`src/rtl/core/u8dec_pkg.sv`:
```
// ----------------------------------------------------------------------------
// u8dec_pkg: shared types and constants for the UTF-8 decoder
// Holds the code point width, the result queue sizing and the structs that
// carry decoded results from the decode stage to the result queue.
// ----------------------------------------------------------------------------
package u8dec_pkg;

  localparam int unsigned CP_W       = 21;
  localparam int unsigned BYTE_W     = 8;
  localparam int unsigned CP_BYTES_W = 24;

  // Code point emitted on malformed input until software writes another one.
  localparam logic [CP_W-1:0] REPL_RESET = 21'h00FFFD;

  // Result queue: four entries, so two results can be pushed while one waits.
  localparam int unsigned QDEPTH  = 4;
  localparam int unsigned QPTR_W  = 2;
  localparam int unsigned QCNT_W  = 3;

  // One queued result.
  typedef struct packed {
    logic [CP_W-1:0] cp;
    logic            last;
  } u8dec_entry_t;

  // Results of one decoded item: count is 0, 1 or 2.
  typedef struct packed {
    logic [1:0]      count;
    logic [CP_W-1:0] cp0;
    logic [CP_W-1:0] cp1;
  } u8dec_push_t;

endpackage

```
`src/rtl/core/utf8_lenient_decoder.sv`:
```
// ----------------------------------------------------------------------------
// utf8_lenient_decoder: lenient UTF-8 to code point decoder
// Top level: input register and decode stage feeding a small result queue.
// ----------------------------------------------------------------------------
// Usage:
//   The input stream carries one byte per transaction in s_tdata; s_tlast
//   marks end of string (the byte is then ignored), which flushes a broken
//   pending sequence as a replacement code and clears the decoder state.
//   The output stream carries one code point per transaction in m_tdata;
//   m_tlast is set on the final result caused by an input transaction.
//   An input transaction yields zero, one or two results.
//   The cfg channel writes the replacement code (reset value 0xFFFD); it is
//   always ready; the user must write it only while the block is idle, as
//   the block itself does not enforce it. The input byte is registered in the
//   decode stage, and its results are registered in the result queue.
//   One byte is taken every cycle while the queue has room for its results;
//   items with two results are absorbed by the four-entry result queue,
//   and the output gives one result per cycle while the receiver is ready.
//   When the receiver stalls, the queue fills and s_tready drops once it
//   lacks room for the next item's results; nothing is lost or repeated.
//   Synchronous reset empties the queue and clears the decoder state.
// ----------------------------------------------------------------------------
module utf8_lenient_decoder (
  input  logic        clk,
  input  logic        rst,
  input  logic        s_tvalid,
  output logic        s_tready,
  input  logic [7:0]  s_tdata,   // [7:0] byte_in
  input  logic        s_tlast,   // end_of_string
  output logic        m_tvalid,
  input  logic        m_tready,
  output logic [23:0] m_tdata,   // [20:0] code_point, [23:21] zero
  output logic        m_tlast,   // last_of_run
  input  logic        cfg_valid,
  output logic        cfg_ready,
  input  logic [20:0] cfg_data   // [20:0] replacement_code
);
  import u8dec_pkg::*;

  u8dec_push_t push;
  logic [2:0]  q_free;

  u8dec_decode u_decode (
    .clk      (clk),
    .rst      (rst),
    .s_tvalid (s_tvalid),
    .s_tready (s_tready),
    .s_tdata  (s_tdata),
    .s_tlast  (s_tlast),
    .cfg_valid(cfg_valid),
    .cfg_ready(cfg_ready),
    .cfg_data (cfg_data),
    .q_free   (q_free),
    .push     (push)
  );

  u8dec_out_fifo u_out_fifo (
    .clk     (clk),
    .rst     (rst),
    .push    (push),
    .q_free  (q_free),
    .m_tvalid(m_tvalid),
    .m_tready(m_tready),
    .m_tdata (m_tdata),
    .m_tlast (m_tlast)
  );

endmodule

```
`src/rtl/core/u8dec_decode.sv`:
```
// ----------------------------------------------------------------------------
// u8dec_decode: input register and single-pass byte decode
// Registers one input transaction, classifies the byte, updates the owed
// trail count and the partial code point, and pushes up to two results.
// ----------------------------------------------------------------------------
module u8dec_decode (
  input  logic                     clk,
  input  logic                     rst,
  input  logic                     s_tvalid,
  output logic                     s_tready,
  input  logic [7:0]               s_tdata,   // [7:0] byte_in
  input  logic                     s_tlast,   // end_of_string
  input  logic                     cfg_valid,
  output logic                     cfg_ready,
  input  logic [20:0]              cfg_data,  // [20:0] replacement_code
  input  logic [2:0]               q_free,
  output u8dec_pkg::u8dec_push_t   push
);
  import u8dec_pkg::*;

  logic              in_vld;
  logic [BYTE_W-1:0] in_byte;
  logic              in_eos;
  logic [1:0]        owed;
  logic [1:0]        owed_next;
  logic [CP_W-1:0]   partial;
  logic [CP_W-1:0]   partial_next;
  logic [CP_W-1:0]   repl;
  logic              adv;
  u8dec_push_t       res;

  // Place a payload at the given six-bit trail position.
  function automatic logic [CP_W-1:0] place(input logic [6:0] v, input logic [1:0] pos);
    logic [CP_W-1:0] r;
    r = '0;
    case (pos)
      2'd0: r = {14'd0, v};
      2'd1: r = {8'd0, v, 6'd0};
      2'd2: r = {2'd0, v, 12'd0};
      default: r = {v[2:0], 18'd0};
    endcase
    return r;
  endfunction

  // Decode of the registered byte against the current state.
  always_comb begin
    logic       first_err;
    logic [1:0] lead_owed;
    logic [6:0] payload;
    logic       forbidden;
    logic [CP_W-1:0] emit;
    logic       do_emit;
    res          = '0;
    res.cp0      = repl;
    res.cp1      = repl;
    owed_next    = owed;
    partial_next = partial;
    first_err    = (owed != 2'd0);
    lead_owed    = 2'd0;
    payload      = '0;
    forbidden    = 1'b0;
    emit         = repl;
    do_emit      = 1'b0;
    if (in_eos) begin
      res.count    = first_err ? 2'd1 : 2'd0;
      owed_next    = 2'd0;
      partial_next = '0;
    end else if (in_byte[7:6] == 2'b10) begin
      // Continuation byte: fill six more bits, or flag a stray one.
      if (first_err) begin
        owed_next    = owed - 2'd1;
        partial_next = partial | place({1'b0, in_byte[5:0]}, owed_next);
        if (owed_next == 2'd0) begin
          res.count = 2'd1;
          res.cp0   = partial_next;
        end
      end else begin
        res.count = 2'd1;
      end
    end else begin
      // ASCII, lead or forbidden byte; a pending sequence is reported as broken first.
      if (!in_byte[7]) begin
        lead_owed = 2'd0;
        payload   = in_byte[6:0];
      end else if (!in_byte[5]) begin
        lead_owed = 2'd1;
        payload   = {2'd0, in_byte[4:0]};
      end else if (!in_byte[4]) begin
        lead_owed = 2'd2;
        payload   = {3'd0, in_byte[3:0]};
      end else if (!in_byte[3]) begin
        lead_owed = 2'd3;
        payload   = {4'd0, in_byte[2:0]};
      end else begin
        forbidden = 1'b1;
      end
      owed_next = lead_owed;
      if (forbidden) begin
        partial_next = repl;
        emit         = repl;
        do_emit      = 1'b1;
      end else begin
        partial_next = place(payload, lead_owed);
        emit         = partial_next;
        do_emit      = (lead_owed == 2'd0);
      end
      if (first_err) begin
        res.count = do_emit ? 2'd2 : 2'd1;
        res.cp1   = emit;
      end else begin
        res.count = do_emit ? 2'd1 : 2'd0;
        res.cp0   = emit;
      end
    end
  end

  // The item leaves the input register once the queue has room for its results.
  assign adv      = in_vld && ({1'b0, res.count} <= q_free);
  assign s_tready = !in_vld || adv;
  assign cfg_ready = 1'b1;

  always_comb begin
    push = res;
    if (!adv) begin
      push.count = 2'd0;
    end
  end

  // Input register.
  always_ff @(posedge clk) begin
    if (rst) begin
      in_vld <= 1'b0;
    end else if (s_tready) begin
      in_vld <= s_tvalid;
    end
  end

  always_ff @(posedge clk) begin
    if (s_tready && s_tvalid) begin
      in_byte <= s_tdata;
      in_eos  <= s_tlast;
    end
  end

  // Decoder state and the replacement code register.
  always_ff @(posedge clk) begin
    if (rst) begin
      owed    <= 2'd0;
      partial <= '0;
      repl    <= REPL_RESET;
    end else begin
      if (adv) begin
        owed    <= owed_next;
        partial <= partial_next;
      end
      if (cfg_valid) begin
        repl <= cfg_data;
      end
    end
  end

endmodule

```
`src/rtl/core/u8dec_out_fifo.sv`:
```
// ----------------------------------------------------------------------------
// u8dec_out_fifo: result queue
// Four-entry queue that takes up to two results a cycle from the decode
// stage and presents one result a cycle on the output stream.
// ----------------------------------------------------------------------------
module u8dec_out_fifo (
  input  logic                     clk,
  input  logic                     rst,
  input  u8dec_pkg::u8dec_push_t   push,
  output logic [2:0]               q_free,
  output logic                     m_tvalid,
  input  logic                     m_tready,
  output logic [23:0]              m_tdata,   // [20:0] code_point, [23:21] zero
  output logic                     m_tlast    // last_of_run
);
  import u8dec_pkg::*;

  u8dec_entry_t      mem [QDEPTH];
  logic [QPTR_W-1:0] head;
  logic [QPTR_W-1:0] tail;
  logic [QCNT_W-1:0] cnt;
  logic              pop;
  u8dec_entry_t      e0;
  u8dec_entry_t      e1;

  assign pop      = m_tvalid && m_tready;
  assign q_free   = QCNT_W'(QDEPTH) - cnt;
  assign m_tvalid = (cnt != '0);
  assign m_tdata  = {{(CP_BYTES_W - CP_W){1'b0}}, mem[head].cp};
  assign m_tlast  = mem[head].last;

  assign e0 = '{cp: push.cp0, last: (push.count == 2'd1)};
  assign e1 = '{cp: push.cp1, last: 1'b1};

  // Entry writes; a pair lands in two neighboring slots.
  always_ff @(posedge clk) begin
    if (push.count != 2'd0) begin
      mem[tail] <= e0;
    end
    if (push.count == 2'd2) begin
      mem[tail + QPTR_W'(1)] <= e1;
    end
  end

  // Pointers and fill count.
  always_ff @(posedge clk) begin
    if (rst) begin
      head <= '0;
      tail <= '0;
      cnt  <= '0;
    end else begin
      tail <= tail + push.count;
      if (pop) begin
        head <= head + QPTR_W'(1);
      end
      cnt <= cnt + {1'b0, push.count} - {2'b0, pop};
    end
  end

endmodule

```
`config.mk`:
```
export PLATFORM = sky130hd
export DESIGN_NAME = utf8_lenient_decoder
export DESIGN_NICKNAME = d
export VERILOG_FILES = /design/src/rtl/core/u8dec_pkg.sv /design/src/rtl/core/utf8_lenient_decoder.sv /design/src/rtl/core/u8dec_decode.sv /design/src/rtl/core/u8dec_out_fifo.sv
export SDC_FILE = /design/constraint.sdc
export NUM_CORES = 1
export LEC_CHECK = 0
export BUFFER_PORTS_ARGS = -buffer_cell sky130_fd_sc_hd__buf_2
export CELL_PAD_IN_SITES_DETAIL_PLACEMENT = 1
export CELL_PAD_IN_SITES_GLOBAL_PLACEMENT = 2
export CORE_MARGIN = 2
export CORE_UTILIZATION = 40
export DETAILED_ROUTE_END_ITERATION = 6
export PLACE_DENSITY_LB_ADDON = 0.1
export REMOVE_ABC_BUFFERS = 1
export SYNTH_ARGS = -nofsm -noshare
export SYNTH_HDL_FRONTEND = slang
export SYNTH_SLANG_ARGS = --single-unit
```
`constraint.sdc`:
```
create_clock -name clk -period 4.75 [get_ports clk]
set_clock_uncertainty 0.2 [all_clocks]
set_input_delay 0.2375 -clock clk [delete_from_list [all_inputs] [get_ports clk]]
set_output_delay 0.2375 -clock clk [all_outputs]
set_load 0.01 [all_outputs]
```
# Word level (Yosys, flattened, before mapping)
# Memory sizes are Yosys's and may differ from the RTL's. A register that Yosys moved wholly into a read port is not among the register bits.
# Cells that the tools add are included.
# word_totals
reg_bits	61
input_bits	35
elab_cells	89
out_inout_bits	28
mem_count	1
mem_bits_rw	88
# op_classes
n_eq_ne	8
magnitude_cmp	1
bitwise	1
n_reduce_logical	11
n_mux	51
n_addsub	7
# mem_list
memory	words	word_bits	read_ports	rd_ports_with_merged_regs	write_ports	line_no	rtl
u_out_fifo.mem	4	22	1	1	2	u8dec_out_fifo.sv:18	u8dec_entry_t mem [QDEPTH];
# ops
cell	count
$mux W21	11
$pmux W21 S3	2
$mux W42	1
$mux W2	15
$mux W23	1
$mux W22	1
$mux W7	3
$or A21 B21 Y21	1
$mux W1	16
$eq A2 B2 Y1 const B	4
$eq A2 B1 Y1 const B	3
$add A2 B1 Y2 const B	2
$logic_not A2 Y1	2
$reduce_bool A2 Y1	2
$add A3 B2 Y3	1
$le A2 B3 Y1	1
$logic_and A1 B1 Y1	3
$mux W3	1
$ne A3 B1 Y1 const B	1
$reduce_bool A3 Y1	1
$sub A3 B1 Y3	1
$sub A3 B3 Y3 const A	1
$add A2 B2 Y2	1
$reduce_and A2 Y1	1
other kinds (3)	3

# Logic depth before layout (Yosys ltp)
# logic_depth
word_depth	20
depth_mapped	18
depth_no_buf	17

# Hierarchy
# Synthesis repeated with hierarchy kept, for this count alone.
# hier_totals
hier_cells	729
hier_area_um2	7982.7
# modules_own_cells
module	n_inst	seq_area_each_um2	area_each_um2	cells_per_inst
u8dec_out_fifo	1	2782.7	4568.1	318
u8dec_decode	1	1171.1	3414.5	411

# Worst setup path after synthesis
# Ideal clock, no wire load.
# synth_path
kind	register to register
start	reg u_decode.in_byte[5]
end	mem u_out_fifo.mem[0][10] in the netlist's numbering, enable pin
period_less_slack_ns	4.142
path_stages_with_launch	17
n_path_buf	3
t_required_ns	4.172
setup_ns	0.378
arrival_ns	3.565
setup_slack_ns	0.608
path_cell_list	edfxtp_1 clkbuf_1 buf_1 nand3_1 nand2_1 ha_1 o31ai_2 nor2_1 inv_1 ha_1 nor2b_4 o211a_4 nor3_4 inv_2 or3_4 buf_6 nand2_1
# synth_rtl
element	line_no	rtl
start, declared	u8dec_decode.sv:22	logic [BYTE_W-1:0] in_byte;
start signal, assigned	u8dec_decode.sv:140	in_byte <= s_tdata;
end, declared	u8dec_out_fifo.sv:18	

==> reports/qor.yml <==
outcome:
  status: "finished, final reports clean"
floorplanning:
  ioPinCount: 63
  die_y_um: 144
  die_area_mm2: 0.0207
  start_util_pct: 40.6
  num_rows: 51
  fp.dieW_um: 144
  core_area_mm2: 0.0193
synthesis:
  netlist_instances: 704
  synth_area_mm2: 0.00784
  ys_ff_latch: 151
  yosysTopAreaCell: "edfxtp_1"
  avgSynthCellArea_um2: 11.1
  synthDistinctLibCells: 73
  seq_area_frac_synth_pct: 50.4
  synth.area.top_cells: "edfxtp_1, dfxtp_1, o22ai_1, mux4_2, mux2i_1"
  synth_enable_flop_cells: 93
  async_flop_share_pct: 0
  ys.flop_type: "edfxtp_1"
  synthDominantCellAreaShare_pct: 35.6
  yosys_warnings: 0
worst_setup_path:
  crit-reg2reg-launch: "u_decode.owed[0]"
  arrival_ns: 4.19
  crit_path_cell_trace: "inv_1 -> ha_1 -> inv_1 -> ha_1 -> o31ai_2 -> nor2_1 -> inv_1 -> ha_1 -> nor2b_4 -> o211a_4 -> nor3_4 -> inv_2 -> or3_4 -> nand2_1 -> buf_4"
  cp_slowest_stage_delay_ns: 0.56
  r2r_cells: 15
  crit_fanout: 22
  r2r_end: "u_out_fifo.mem[0][2]"
  slowest_stage: "or3_4"
  setup.worst_path.class: "flop to flop"
  crit_start: "u_decode.owed[0]"
  reg2reg_slack_ns: 0.45
  cp-end-kind: "flop"
  worst-endpoint-required_ns: 4.65
  start_kind: "flop"
finish:
  final_nets: 827
  fin_util_pct: 47.9
  regArea_mm2: 0.00395
  multi_input_comb_area_mm2: 0.00352
  syn_to_final_growth_pct: 18.1
  layout-drive-gt1-share_pct: 21.5
  layout.cells.non_filler: 1057
  fillers: 2097
  diodes: 0
placement:
  gp_congestion: 0.840
  io_buffers: 58
  hpwl_um: 16300
  dp_cells: 994
  dp_slack_ns: 0.493
detailed_routing:
  ant_nets: 0
  via_per_inst: 6.05
  routedWlPerCell_um: 23.9
  num_vias: 6397
  wl_um: 25300
  dr.pass1.iters: 5
  route.detailed.drc: 0
  drtIter0Drc: 516
sta:
  setup_slack_ns: 0.453
  tns_ns: 0
  fmax_mhz: 233
  setup_violations: 0
  hold_viol_final: 0
  finalCriticalPeriod_ns: 4.30
  slew_headroom_pct: 45.3
  finalMaxSlewViolations: 0
  period_share_pct: 90.5
  tightest_slew_ns: 0.820
  rsz0062_at_grt: "no"
power_and_ir_drop:
  power_uw: 4270
  power_density_mw_per_mm2: 461
  ir_drop_mv: 0.246
  leakagePower_uw: 0.00321
flow_run:
  drv_cap: 0
global_routing:
  grt_pass1_wl_um: 38100
  overflow: 0
  grt_pass1_vias: 6523
  globalRouteTotalUtil_pct: 24.8
  antenna_found_initial: 0
  grt_max_degree: 32
clock_network:
  cts.sinks: 151
  cts-root-buf: "clkbuf_16"
  clkTransAtPathRegs_ns: 0.06
  clk_path_buf_depth: 2
  insertion_delay_ns: 0.43
  cts_setup_buffers: 0
  ctsHtreeMaxLevel: 4
  cts_tree: "yes"
  cts_made_buffers: 17
min_path:
  holdPathStages: 2
  min_from: "rst"
  whs_endpoint: "u_out_fifo.cnt[0]"
  hold_class: "input pin to flop"
==> synthesized netlist by cell type (all sizes together), types with 3 or more instances <==
master and n:
and3 4, edfxtp 93, o31ai 3, nor3 7, inv 20, a22oi 31
a32oi 5, o211ai 9, o21a 6, xnor2 4, clkbuf 26, buf 35
a21oi 36, mux2i 25, o21ai 21, and2 4, a221o 3, mux4 22
nor2b 7, nor2 38, a211oi 11, nand3 13, ha 12, nand4 5
a22o 8, dfxtp 58, or3 6, o22ai 91, a31oi 5, nand2 65
==> through the flow <==
stage	instance area (um^2)	hold slack, ns
final	9260	0.124
after detailed placement	8370	0.216
after global routing	9260	0.156
after CTS	9260	0.126
after floorplan	7550	0.104
after global placement	8370	0.215
==> report_power, final <==
| group | internal [uW] | switching (uW) |
|---|---|---|
| registers | 1520 | 91.1 |
| logic | 515 | 765 |
| clock network | 827 | 556 |
==> worst max-delay path: cells and delay by family, from the launching register on <==
family	cells	cell delay [ns]
AOI/OAI and AO/OA	2	0.53
buffers and inverters	5	0.89
adders and majority gates	3	0.78
DFF	1	0.41
and+or+nand+nor	5	1.14
==> logic make-up (layout without fill, tap and decap cells) <==
| kind of cell | count (synthesis) | after routing | share of synthesized area (%) |
|---|---|---|---|
| adder cells (fa/ha/maj) | 13 | 13 | 2.17 |
| AO/OA/AOI/OAI | 244 | 244 | 22.0 |
| other | 2 | 4 | 0.0958 |
| flip-flops | 151 | 151 | 50.4 |
| buffers and inverters | 81 | 167 | 4.79 |
| AND/OR/NAND/NOR | 159 | 159 | 10.2 |
| multiplexers | 48 | 48 | 9.65 |
| XOR/XNOR | 6 | 6 | 0.670 |
==> repair_timing <==
item / in CTS / in global routing
resized for setup: 0 / 0
hold buffers: 31 / 0
hold endpoints to repair: 31 / 0
==> state kept, by name (all words and copies together), names as in the netlist, named ones only <==
register          count
u_out_fifo.cnt        3
u_decode.in_byte      8
u_out_fifo.head       2
u_decode.in_vld       1
u_decode.in_eos       1
u_decode.partial     21
u_out_fifo.mem       88
u_decode.repl        21
u_decode.owed         2
u_out_fifo.tail       2
==> area by class of cell <==
cell class | instances | share of cell area (%)
Inverter | 20 | 0.810
Timing Repair Buffer | 115 | 8.59
Clock buffer | 21 | 4.75
Clock inverter | 11 | 1.58
Sequential cell | 151 | 42.7
Tap cell | 265 | 3.58
Multi-Input combinational cell | 474 | 38.0
==> placed cells by master, fill, tap and decap left out, types with 9 or more instances in the layout <==
master         netlist  layout
dlygate4sd3_1        0      31
mux2i_1             25      25
buf_4                8      26
edfxtp_1            93      93
dfxtp_1             58      58
o22ai_1             82      82
o22ai_2              9       9
a22oi_1             29      29
inv_1               19      19
nand2_1             64      64
a211oi_1            11      11
nor2_1              37      37
buf_2               15      58
o21ai_0             17      17
nand3_1             12      12
mux4_2              22      22
a21oi_1             35      35
clkbuf_16            0      17
ha_1                12      12
==> per-layer routing <==
layer  track usage [%]  share of wire (%)  vias to the layer above  routed length (um)
met5                 0                  0                        -                   0
met4              8.93                2.5                        0                 643
met3              4.67                5.4                       37                1370
met2              40.9                 48                      218               12200
met1              32.7                 44                     3236               11100
li1                  -                  -                     2906                   -
==> worst max path at each step <==
stage | to | cells past startpoint
2_1_floorplan | u_out_fifo.mem[0][10] | 13
3_5_place_dp | u_out_fifo.mem[0][2] | 15
3_3_place_gp | u_out_fifo.mem[0][3] | 15
5_1_grt | u_out_fifo.mem[0][6] | 15
4_1_cts | u_out_fifo.mem[0][11] | 15
6_report | u_out_fifo.mem[0][2] | 15
No activity file was read; power rests on OpenSTA's default activity.
